[config.mk]
export PLATFORM = sky130hd
export DESIGN_NAME = fifo_queue
export DESIGN_NICKNAME = d
export VERILOG_FILES = /design/src/hdl/fq_pkg.sv /design/src/hdl/fq_ctrl.sv /design/src/hdl/fq_datapath.sv /design/src/hdl/fifo_queue.sv
export VERILOG_INCLUDE_DIRS = /design/src /design/src/hdl
export SDC_FILE = /design/constraint.sdc
export NUM_CORES = 1
export LEC_CHECK = 0
export BUFFER_PORTS_ARGS = -buffer_cell sky130_fd_sc_hd__buf_2
export CELL_PAD_IN_SITES_DETAIL_PLACEMENT = 0
export CELL_PAD_IN_SITES_GLOBAL_PLACEMENT = 1
export CORE_ASPECT_RATIO = 1.4
export CORE_MARGIN = 4
export CORE_UTILIZATION = 59
export DETAILED_ROUTE_END_ITERATION = 7
export PLACE_DENSITY = 0.89
export RECOVER_POWER = 50
export SLEW_MARGIN = 20
export SYNTH_ARGS = -nofsm -noshare
export SYNTH_HDL_FRONTEND = slang
export SYNTH_SLANG_ARGS = --single-unit
[constraint.sdc]
create_clock -name clock -period 8.6 [get_ports clock]
set_clock_uncertainty 0.15 [all_clocks]
set_input_delay 1.29 -clock clock [delete_from_list [all_inputs] [get_ports clock]]
set_output_delay 1.29 -clock clock [all_outputs]
set_load 0.01 [all_outputs]
[src/hdl/fifo_queue_macros.svh]
// ---------------------------------------------------------------------------
// fifo_queue_macros.svh
// Assertion helpers used by the queue datapath.
// ---------------------------------------------------------------------------
`ifndef FIFO_QUEUE_MACROS_SVH
`define FIFO_QUEUE_MACROS_SVH

// Checks that the consequent holds in the same cycle as the antecedent.
`define FQ_ASSERT_IMPL(label, ante, cons, msg) \
   label: assert property (@(posedge clock) disable iff (reset) (ante) |-> (cons)) \
      else $error(msg);

// Checks that the consequent holds in the cycle after the antecedent.
`define FQ_ASSERT_NEXT(label, ante, cons, msg) \
   label: assert property (@(posedge clock) disable iff (reset) (ante) |=> (cons)) \
      else $error(msg);

`endif

[src/hdl/fq_pkg.sv]
// ---------------------------------------------------------------------------
// fq_pkg
// Shared types and constants for the first-in first-out queue.
// ---------------------------------------------------------------------------
package fq_pkg;

   localparam int DEPTH_DEFAULT      = 16;
   localparam int DATA_WIDTH_DEFAULT = 32;

   localparam int ACTION_WIDTH = 2;

   localparam logic [ACTION_WIDTH-1:0] ACT_ENQ = 2'd0;
   localparam logic [ACTION_WIDTH-1:0] ACT_DEQ = 2'd1;
   localparam logic [ACTION_WIDTH-1:0] ACT_CLR = 2'd2;

   typedef enum logic [1:0] {
      ST_IDLE,
      ST_EXEC,
      ST_READ,
      ST_RESP
   } fq_state_type;

   // Commands from the controller to the datapath.
   typedef struct packed {
      logic capture;   // latch the accepted request
      logic exec;      // apply the action, read the slot at the old head
      logic read;      // read the slot at the new head
      logic load_rsp;  // load the response registers
   } fq_cmd_type;

endpackage

[src/hdl/fq_ctrl.sv]
// ---------------------------------------------------------------------------
// fq_ctrl
// Sequencer for one request at a time and the response valid flag.
// ---------------------------------------------------------------------------
module fq_ctrl
   import fq_pkg::*;
(
   input  logic       clock,
   input  logic       reset,
   input  logic       req_valid,
   output logic       req_ready,
   output logic       rsp_valid,
   input  logic       rsp_ready,
   output fq_cmd_type cmd
);

   fq_state_type state_ff, state_in;
   logic         rsp_valid_ff, rsp_valid_in;

   always_ff @(posedge clock) begin
      if (reset) begin
         state_ff     <= ST_IDLE;
         rsp_valid_ff <= 1'b0;
      end else begin
         state_ff     <= state_in;
         rsp_valid_ff <= rsp_valid_in;
      end
   end

   always_comb begin
      state_in     = state_ff;
      req_ready    = 1'b0;
      cmd          = '0;
      case (state_ff)
         ST_IDLE: begin
            req_ready = 1'b1;
            if (req_valid) begin
               cmd.capture = 1'b1;
               state_in    = ST_EXEC;
            end
         end
         ST_EXEC: begin
            cmd.exec = 1'b1;
            state_in = ST_READ;
         end
         ST_READ: begin
            cmd.read = 1'b1;
            state_in = ST_RESP;
         end
         ST_RESP: begin
            // The response register is free once its previous result is taken.
            if (!rsp_valid_ff || rsp_ready) begin
               cmd.load_rsp = 1'b1;
               state_in     = ST_IDLE;
            end
         end
         default: begin
            state_in = ST_IDLE;
         end
      endcase
      rsp_valid_in = cmd.load_rsp || (rsp_valid_ff && !rsp_ready);
   end

   assign rsp_valid = rsp_valid_ff;

endmodule

[src/hdl/fq_datapath.sv]
// ---------------------------------------------------------------------------
// fq_datapath
// Ring buffer storage, pointers, occupancy and response registers.
// ---------------------------------------------------------------------------
`include "fifo_queue_macros.svh"

module fq_datapath
   import fq_pkg::*;
#(
   parameter int DEPTH      = DEPTH_DEFAULT,
   parameter int DATA_WIDTH = DATA_WIDTH_DEFAULT,
   parameter int PW         = $clog2(DEPTH),
   parameter int CW         = $clog2(DEPTH + 1)
)
(
   input  logic                         clock,
   input  logic                         reset,
   input  fq_cmd_type                   cmd,
   input  logic [ACTION_WIDTH-1:0]      req_action,
   input  logic signed [DATA_WIDTH-1:0] req_data_in,
   output logic signed [DATA_WIDTH-1:0] rsp_data_out,
   output logic                         rsp_ok,
   output logic signed [DATA_WIDTH-1:0] rsp_head_value,
   output logic [CW-1:0]                rsp_occupancy,
   output logic                         rsp_is_empty
);

   logic [DATA_WIDTH-1:0]   mem [DEPTH];

   logic [ACTION_WIDTH-1:0] action_ff;
   logic [DATA_WIDTH-1:0]   data_ff;
   logic [PW-1:0]           rp_ff, rp_in;
   logic [PW-1:0]           wp_ff, wp_in;
   logic [CW-1:0]           count_ff, count_in;
   logic                    ok_ff, ok_in;
   logic                    wr_en;
   logic [DATA_WIDTH-1:0]   rd_ff;
   logic [DATA_WIDTH-1:0]   removed_ff;

   logic [DATA_WIDTH-1:0]   out_data_ff;
   logic                    out_ok_ff;
   logic [DATA_WIDTH-1:0]   out_head_ff;
   logic [CW-1:0]           out_count_ff;
   logic                    out_empty_ff;

   logic [CW:0]             ptr_sum;
   logic [CW:0]             ptr_wrap;

   function automatic logic [PW-1:0] advance(input logic [PW-1:0] p);
      logic [PW-1:0] n;
      n = (p == PW'(DEPTH - 1)) ? '0 : p + 1'b1;
      return n;
   endfunction

   always_ff @(posedge clock) begin
      if (cmd.capture) begin
         action_ff <= req_action;
         data_ff   <= req_data_in;
      end
   end

   always_comb begin
      rp_in    = rp_ff;
      wp_in    = wp_ff;
      count_in = count_ff;
      ok_in    = ok_ff;
      wr_en    = 1'b0;
      if (cmd.exec) begin
         ok_in = 1'b0;
         case (action_ff)
            ACT_ENQ: begin
               if (count_ff != CW'(DEPTH)) begin
                  wr_en    = 1'b1;
                  wp_in    = advance(wp_ff);
                  count_in = count_ff + 1'b1;
                  ok_in    = 1'b1;
               end
            end
            ACT_DEQ: begin
               if (count_ff != '0) begin
                  rp_in    = advance(rp_ff);
                  count_in = count_ff - 1'b1;
                  ok_in    = 1'b1;
               end
            end
            ACT_CLR: begin
               rp_in    = '0;
               wp_in    = '0;
               count_in = '0;
               ok_in    = 1'b1;
            end
            default: begin
               ok_in = 1'b0;
            end
         endcase
      end
   end

   always_ff @(posedge clock) begin
      if (reset) begin
         rp_ff    <= '0;
         wp_ff    <= '0;
         count_ff <= '0;
      end else begin
         rp_ff    <= rp_in;
         wp_ff    <= wp_in;
         count_ff <= count_in;
      end
   end

   always_ff @(posedge clock) begin
      ok_ff <= ok_in;
   end

   // Single read port at the head pointer: during execution it returns the
   // slot being removed, in the following read step the slot at the new head.
   always_ff @(posedge clock) begin
      if (wr_en) begin
         mem[wp_ff] <= data_ff;
      end
      if (cmd.exec || cmd.read) begin
         rd_ff <= mem[rp_ff];
      end
   end

   always_ff @(posedge clock) begin
      if (cmd.read) begin
         removed_ff <= rd_ff;
      end
   end

   always_ff @(posedge clock) begin
      if (cmd.load_rsp) begin
         out_data_ff  <= (ok_ff && action_ff == ACT_DEQ) ? removed_ff : '0;
         out_ok_ff    <= ok_ff;
         out_head_ff  <= (count_ff != '0) ? rd_ff : '0;
         out_count_ff <= count_ff;
         out_empty_ff <= (count_ff == '0);
      end
   end

   assign rsp_data_out   = out_data_ff;
   assign rsp_ok         = out_ok_ff;
   assign rsp_head_value = out_head_ff;
   assign rsp_occupancy  = out_count_ff;
   assign rsp_is_empty   = out_empty_ff;

   // Expected write pointer from the head pointer and the occupancy.
   assign ptr_sum  = (CW + 1)'(rp_ff) + (CW + 1)'(count_ff);
   assign ptr_wrap = (ptr_sum >= (CW + 1)'(DEPTH)) ? ptr_sum - (CW + 1)'(DEPTH) : ptr_sum;

   `FQ_ASSERT_IMPL(a_count_bound, 1'b1, count_ff <= CW'(DEPTH),
                   "occupancy exceeds the queue depth")
   `FQ_ASSERT_IMPL(a_ptr_consistent, 1'b1, ptr_wrap == (CW + 1)'(wp_ff),
                   "write pointer disagrees with head pointer plus occupancy")
   `FQ_ASSERT_NEXT(a_enq_count, cmd.exec && action_ff == ACT_ENQ && count_ff != CW'(DEPTH),
                   count_ff == $past(count_ff) + 1'b1,
                   "accepted enqueue did not raise the occupancy by one")

endmodule

[src/hdl/fifo_queue.sv]
// ---------------------------------------------------------------------------
// fifo_queue
// First-in first-out queue of signed words in a ring buffer.
// ---------------------------------------------------------------------------
//  Channel   Direction  Handshake            Payload
//  req       in         req_valid/req_ready  req_action, req_data_in
//  rsp       out        rsp_valid/rsp_ready  rsp_data_out, rsp_ok, rsp_head_value,
//                                            rsp_occupancy, rsp_is_empty
//
// A request passes through the accept, execute, head read and response load
// steps in that order. A new request is taken only after the previous one
// has been loaded into the response registers. Reset clears pointers,
// occupancy and control state, not the slot memory. A stalled response
// holds the sequencer in its last step; a new request is still taken
// while a finished response waits.
// ---------------------------------------------------------------------------
module fifo_queue
   import fq_pkg::*;
#(
   parameter int DEPTH      = DEPTH_DEFAULT,
   parameter int DATA_WIDTH = DATA_WIDTH_DEFAULT
)
(
   input  logic                             clock,
   input  logic                             reset,
   input  logic                             req_valid,
   output logic                             req_ready,
   input  logic [ACTION_WIDTH-1:0]          req_action,
   input  logic signed [DATA_WIDTH-1:0]     req_data_in,
   output logic                             rsp_valid,
   input  logic                             rsp_ready,
   output logic signed [DATA_WIDTH-1:0]     rsp_data_out,
   output logic                             rsp_ok,
   output logic signed [DATA_WIDTH-1:0]     rsp_head_value,
   output logic [$clog2(DEPTH + 1)-1:0]     rsp_occupancy,
   output logic                             rsp_is_empty
);

   fq_cmd_type cmd;

   fq_ctrl u_ctrl (
      .clock     (clock),
      .reset     (reset),
      .req_valid (req_valid),
      .req_ready (req_ready),
      .rsp_valid (rsp_valid),
      .rsp_ready (rsp_ready),
      .cmd       (cmd)
   );

   fq_datapath #(
      .DEPTH      (DEPTH),
      .DATA_WIDTH (DATA_WIDTH)
   ) u_datapath (
      .clock          (clock),
      .reset          (reset),
      .cmd            (cmd),
      .req_action     (req_action),
      .req_data_in    (req_data_in),
      .rsp_data_out   (rsp_data_out),
      .rsp_ok         (rsp_ok),
      .rsp_head_value (rsp_head_value),
      .rsp_occupancy  (rsp_occupancy),
      .rsp_is_empty   (rsp_is_empty)
   );

endmodule

; Word level (Yosys, flattened, before mapping)
; Memory sizes are Yosys's and may differ from the RTL's. A register that Yosys moved wholly into a read port is not among the register bits.
; Cells that the tools add are included.
[word_totals]
ramBits = 512
wordCells = 75
reg_bits = 154
mem_bits_ro = 0
output_inout_bits = 73
n_memories = 1
inputBits = 38
latchBits = 0
[op_classes]
addsub = 4
muxes = 26
reduce_logical = 18
n_shift = 0
n_lt_le_gt_ge = 0
div_mod_pow = 0
bitwise = 0
n_eq_ne = 12
mul = 0
[mem_list]
columns = name, words, width, rd, rd_ports_with_merged_regs, wr, line_no
row1 = u_datapath.mem, 16, 32, 1, 1, 1, fq_datapath.sv:28  ; logic [DATA_WIDTH-1:0] mem [DEPTH];
[op_table]
columns = operator, count
row1 = two-way mux 4 bit, 4
row2 = case mux 4 bit (2 select lines), 2
row3 = case mux 5 bit (3 select lines), 1
row4 = two-way mux 1 bit, 13
row5 = two-way mux 5 bit, 2
row6 = "adder 4 x 1 -> 4 bit, second input constant", 2
row7 = "equality test 4 bit, second input constant", 2
row8 = case mux 2 bit (4 select lines), 1
row9 = "equality test 2 bit, second input constant", 3
row10 = "!= test 2 x 1 -> 1 bit, second input constant", 3
row11 = AND reduction 3 bit, 2
row12 = "adder 5 x 1 -> 5 bit, second input constant", 1
row13 = zero test 5 bit, 1
row14 = "!= test 5 bit, second input constant", 1
row15 = nonzero test 5 bit, 1
row16 = "subtractor 5 x 1 -> 5 bit, second input constant", 1
row17 = "equality test 2 x 1 -> 1 bit, second input constant", 2
row18 = zero test 2 bit, 2
row19 = two-way mux 2 bit, 2
row20 = AND reduction 4 bit, 1
row21 = nonzero test 2 bit, 2
row22 = logical OR 1 bit, 3
row23 = case mux 1 bit (3 select lines), 1
row24 = nonzero test 3 bit, 1
row25 = 4 further kinds, 6

; Longest topological paths before layout
[logic_depth]
word_depth = 6
depth_mapped = 10
mapped_depth_nobuf = 8

; Modules after synthesis
; A second synthesis with hierarchy kept.
[hier_totals]
cells_unflattened = 1107
area_unflattened_um2 = 25954.9
[modules_own_cells]
columns = module, area_per_inst_um2, cells_each, n_inst, seq_area_each_um2
row1 = fq_datapath, 25748.4, 1085, 1, 20739.9
row2 = fq_ctrl, 206.4, 22, 1, 60.1

; Worst setup path before layout
; No wires, ideal clock.
[synth_timing]
kind = input port to flip-flop
start = in rsp_ready
end = reg u_datapath.out_data_ff[0] (netlist: u_datapath.rsp_data_out[0]), enable pin
cell_stages = 2
path_slack_ns = 3.430
setup_ns = 0.509
t_required_ns = 7.941
n_path_buf = 0
arrival_time_ns = 4.511
cell_sequence = nor2b_1 -> nor2b_1
[synth_rtl]
columns = item, line_no
row1 = start: declaration, fifo_queue.sv:31  ; input logic rsp_ready,
row2 = end signal: assignment, fq_datapath.sv:134  ; out_data_ff <= (ok_ff && action_ff == ACT_DEQ) ? removed_ff : '0;
row3 = end: declaration, fq_datapath.sv:40  ; logic [DATA_WIDTH-1:0] out_data_ff;

==> impl_metrics.ini <==
[pwr]
p_sw_w = 0.001896
power_frac_seq = 0.564
p_leak_nw = 9.345
powerDensity_mw_per_mm2 = 274.5
netSwitchingFraction = 0.2354
comb_power_share = 0.089
ir_drop_mv = 0.1816
pwr-share-clk = 0.347
power.internal_w = 0.006161

[global_routing]
grt_pass1_vias = 12350
grt_start_max_net_pins = 85
antenna_found_initial = 3
track_usage = 0.2316
grt_overflow = 0
grt_first_pass_wirelength_um = 80840

[timing]
slew_violations = 103
slew-limit-headroom = -1.034
tightest_slew_ps = 3049
period_share = 0.4296
setup_viol = 0
rsz0062_at_grt = no
hold_slack_ps = 298.0
finalCriticalPeriod_ps = 3694
max_freq_mhz = 270.7
hold_viol = 0
tns_ps = 0

[yosys]
synth_edf_count = 682
yosysUniqueCellTypes = 48
synth_flop_cell = edfxtp_1
syn_nets = 1170
avgSynthCellArea_um2 = 23.15
ys.warnings.count = 0
ys_seq_area_frac = 0.8015
ys_ff_latch = 698
syn_inst = 1121
synth_area_mm2 = 0.02595
async_flop_share = 0

[cts]
numClockSinks = 698
cts_setup_buffers = 0
cts_hold_buf = 0
htree_levels = 2
root_buffer = clkbuf_16
cts-resized-gates = 0
clockBufferDepth = 3
cts_buffers = 60
path_clk_slew_ps = 60
insertion_delay_ps = 600
tritoncts = done

[floorplan]
die_h_um = 256.2
start_util = 0.5986
num_rows = 90
io_pins = 111
dieArea_mm2 = 0.04745
die_w_um = 185.3
core_mm2 = 0.04335

[layout]
fill_cells = 2536
multi_input_area_mm2 = 0.004945
design_area_mm2 = 0.02935
regArea_mm2 = 0.02081
layout-drive-gt1-share = 0.3063
final-instance-count-excl-fill = 1862
fin_nets = 1314
final_common_cell = edfxtp_1
layout.cells.most_common_list = edfxtp_1, mux4_2, buf_2, clkbuf_16, and3_1
syn_to_final_growth_pct = 13.10

[hold_path]
hp-class = flop to flop
min_to = u_datapath.removed_ff[3]
hp-start = u_datapath.rd_ff[3]
holdPathStages = 0

[critical_path]
end_kind = flop
cp_top_family = simple AND/OR/NAND/NOR gates
r2r-start = u_ctrl.state_ff[0]
timing.rr.end = u_datapath.data_ff[13]
cpPeakStageDelay_ps = 2220
crit_buf_inv = 1
path_max_fanout = 34
rr_worst_depth = 3
cpMaxStageDelayCell = and2_0
worstPathCellList = clkbuf_1 > and2_0
start_kind = primary input
reg2reg_slack_ps = 5040
cp_data_arrival_time_ps = 3670
criticalPathCategory = primary input to flop
cp_data_required_time_ps = 8580

[place]
place_inst = 1754
gp_congestion = 0.7731
dpl.hpwl_um = 28300
io_buffers = 110
placed_area_mm2 = 0.02735

[job]
drv_cap = 3

[detailed_routing]
routedWlPerCell_um = 29.03
drt-pass1-iter-count = 5
drt_iter0_markers = 1347
postRouteAntennaNets = 0
drc = 0
drt_wl_total_um = 54050
viasPerCell = 6.396
vias = 11910

[run_status]
status = finished, violations left
violations = capacitance limit, slew limit
## through the flow
step | total power, W | worst slack (ps) | utilization
finish | 0.008057 | 4906 | 0.6770
global placement | 0.005281 | 5265 | 0.6285
CTS | 0.008109 | 5227 | 0.6774
global route | 0.008355 | 4583 | 0.6770
detailed placement | 0.005338 | 5250 | 0.6309
floorplan | 0.004989 | 3430 | -
## cell type report
| cell class | count | share of cell area |
|---|---|---|
| clock inverter | 34 | 0.01522 |
| antenna | 1 | 0.00008526 |
| sequential | 698 | 0.7090 |
| timing repair buffer | 136 | 0.02860 |
| clock buffer | 72 | 0.05341 |
| tap | 552 | 0.02353 |
| inverter | 13 | 0.001662 |
| multi-input combinational | 356 | 0.1685 |
## cells in the mapped netlist, types with 2 or more instances
cell,n,area [um2]
a21oi_1,15,75.07
and2_1,33,206.5
edfxtp_1,682,20480
inv_2,4,15.01
ha_1,11,137.6
and3_1,32,200.2
buf_2,13,65.06
o21ai_0,5,25.02
nand2_1,19,71.32
nor2_1,26,97.59
nor2b_1,3,18.77
buf_4,4,30.03
a211o_1,2,17.52
nand2b_1,4,25.02
nand3_1,3,15.01
o21bai_1,2,15.01
mux2i_1,2,20.02
mux4_2,160,3603
o21ai_1,3,15.01
buf_1,4,15.01
inv_1,8,30.03
a31oi_1,2,12.51
a221oi_1,2,17.52
or4_1,4,30.03
nor3_1,5,25.02
xnor2_1,2,17.52
clkbuf_1,32,120.1
dfxtp_1,16,320.3
or3_1,4,25.02
## per-layer routing
| metal | up-vias | share of wire | track usage | routed length [um] |
|---|---|---|---|---|
| met3 | 113 | 0.078 | 0.03284 | 4223 |
| met2 | 680 | 0.53 | 0.3904 | 28740 |
| met1 | 6158 | 0.36 | 0.3190 | 19400 |
| met4 | 4 | 0.031 | 0.07181 | 1670 |
| met5 | - | 0.00039 | 0 | 21 |
| li1 | 4955 | - | - | - |
## power by group through the flow
| stage | clock network (W) | logic (W) | registers (W) |
|---|---|---|---|
| after floorplan | 0 | 0.000521 | 0.00447 |
| after global routing | 0.00298 | 0.000794 | 0.00458 |
| final | 0.00280 | 0.000719 | 0.00454 |
| after global placement | 0 | 0.000708 | 0.00457 |
| after detailed placement | 0 | 0.000730 | 0.00461 |
| after CTS | 0.00283 | 0.000735 | 0.00454 |
## logic make-up (layout without fill, tap and decap cells)
| kind of cell | count (synthesis) | in the layout | synth area share |
|---|---|---|---|
| muxes | 162 | 162 | 0.1396 |
| xor gates and xnor gates | 3 | 3 | 0.001013 |
| AOI/OAI and AO/OA | 40 | 40 | 0.01128 |
| adders and majority gates | 11 | 11 | 0.005303 |
| DFF | 698 | 698 | 0.8015 |
| other | 0 | 1 | 0 |
| and+or+nand+nor | 140 | 140 | 0.03013 |
| buffers and inverters | 67 | 255 | 0.01118 |
## registers in the layout, summed over array words and instances, names as in the netlist, 4 cells and up
name / flops
u_datapath.rsp_occupancy: 5
u_datapath.rd_ff: 32
u_datapath.rp_ff: 4
u_datapath.data_ff: 32
u_datapath.wp_ff: 4
u_datapath.removed_ff: 32
u_datapath.count_ff: 5
u_datapath.rsp_data_out: 32
u_datapath.mem: 512
u_datapath.rsp_head_value: 32
## how the worst max path moves through the flow
stage,depth (start not counted),endpoint,start,slack [ps]
5_1_grt,2,u_datapath.data_ff[13],req_valid,4580
2_1_floorplan,2,u_datapath.rsp_data_out[0],rsp_ready,3430
3_3_place_gp,7,u_datapath.mem[0][20],u_ctrl.state_ff[1],5270
6_report,2,u_datapath.data_ff[13],req_valid,4910
3_5_place_dp,3,u_datapath.rd_ff[14],u_datapath.rp_ff[0],5250
4_1_cts,7,u_datapath.mem[9][15],u_ctrl.state_ff[1],5230
Note: power is estimated with default switching activity, not from simulation.
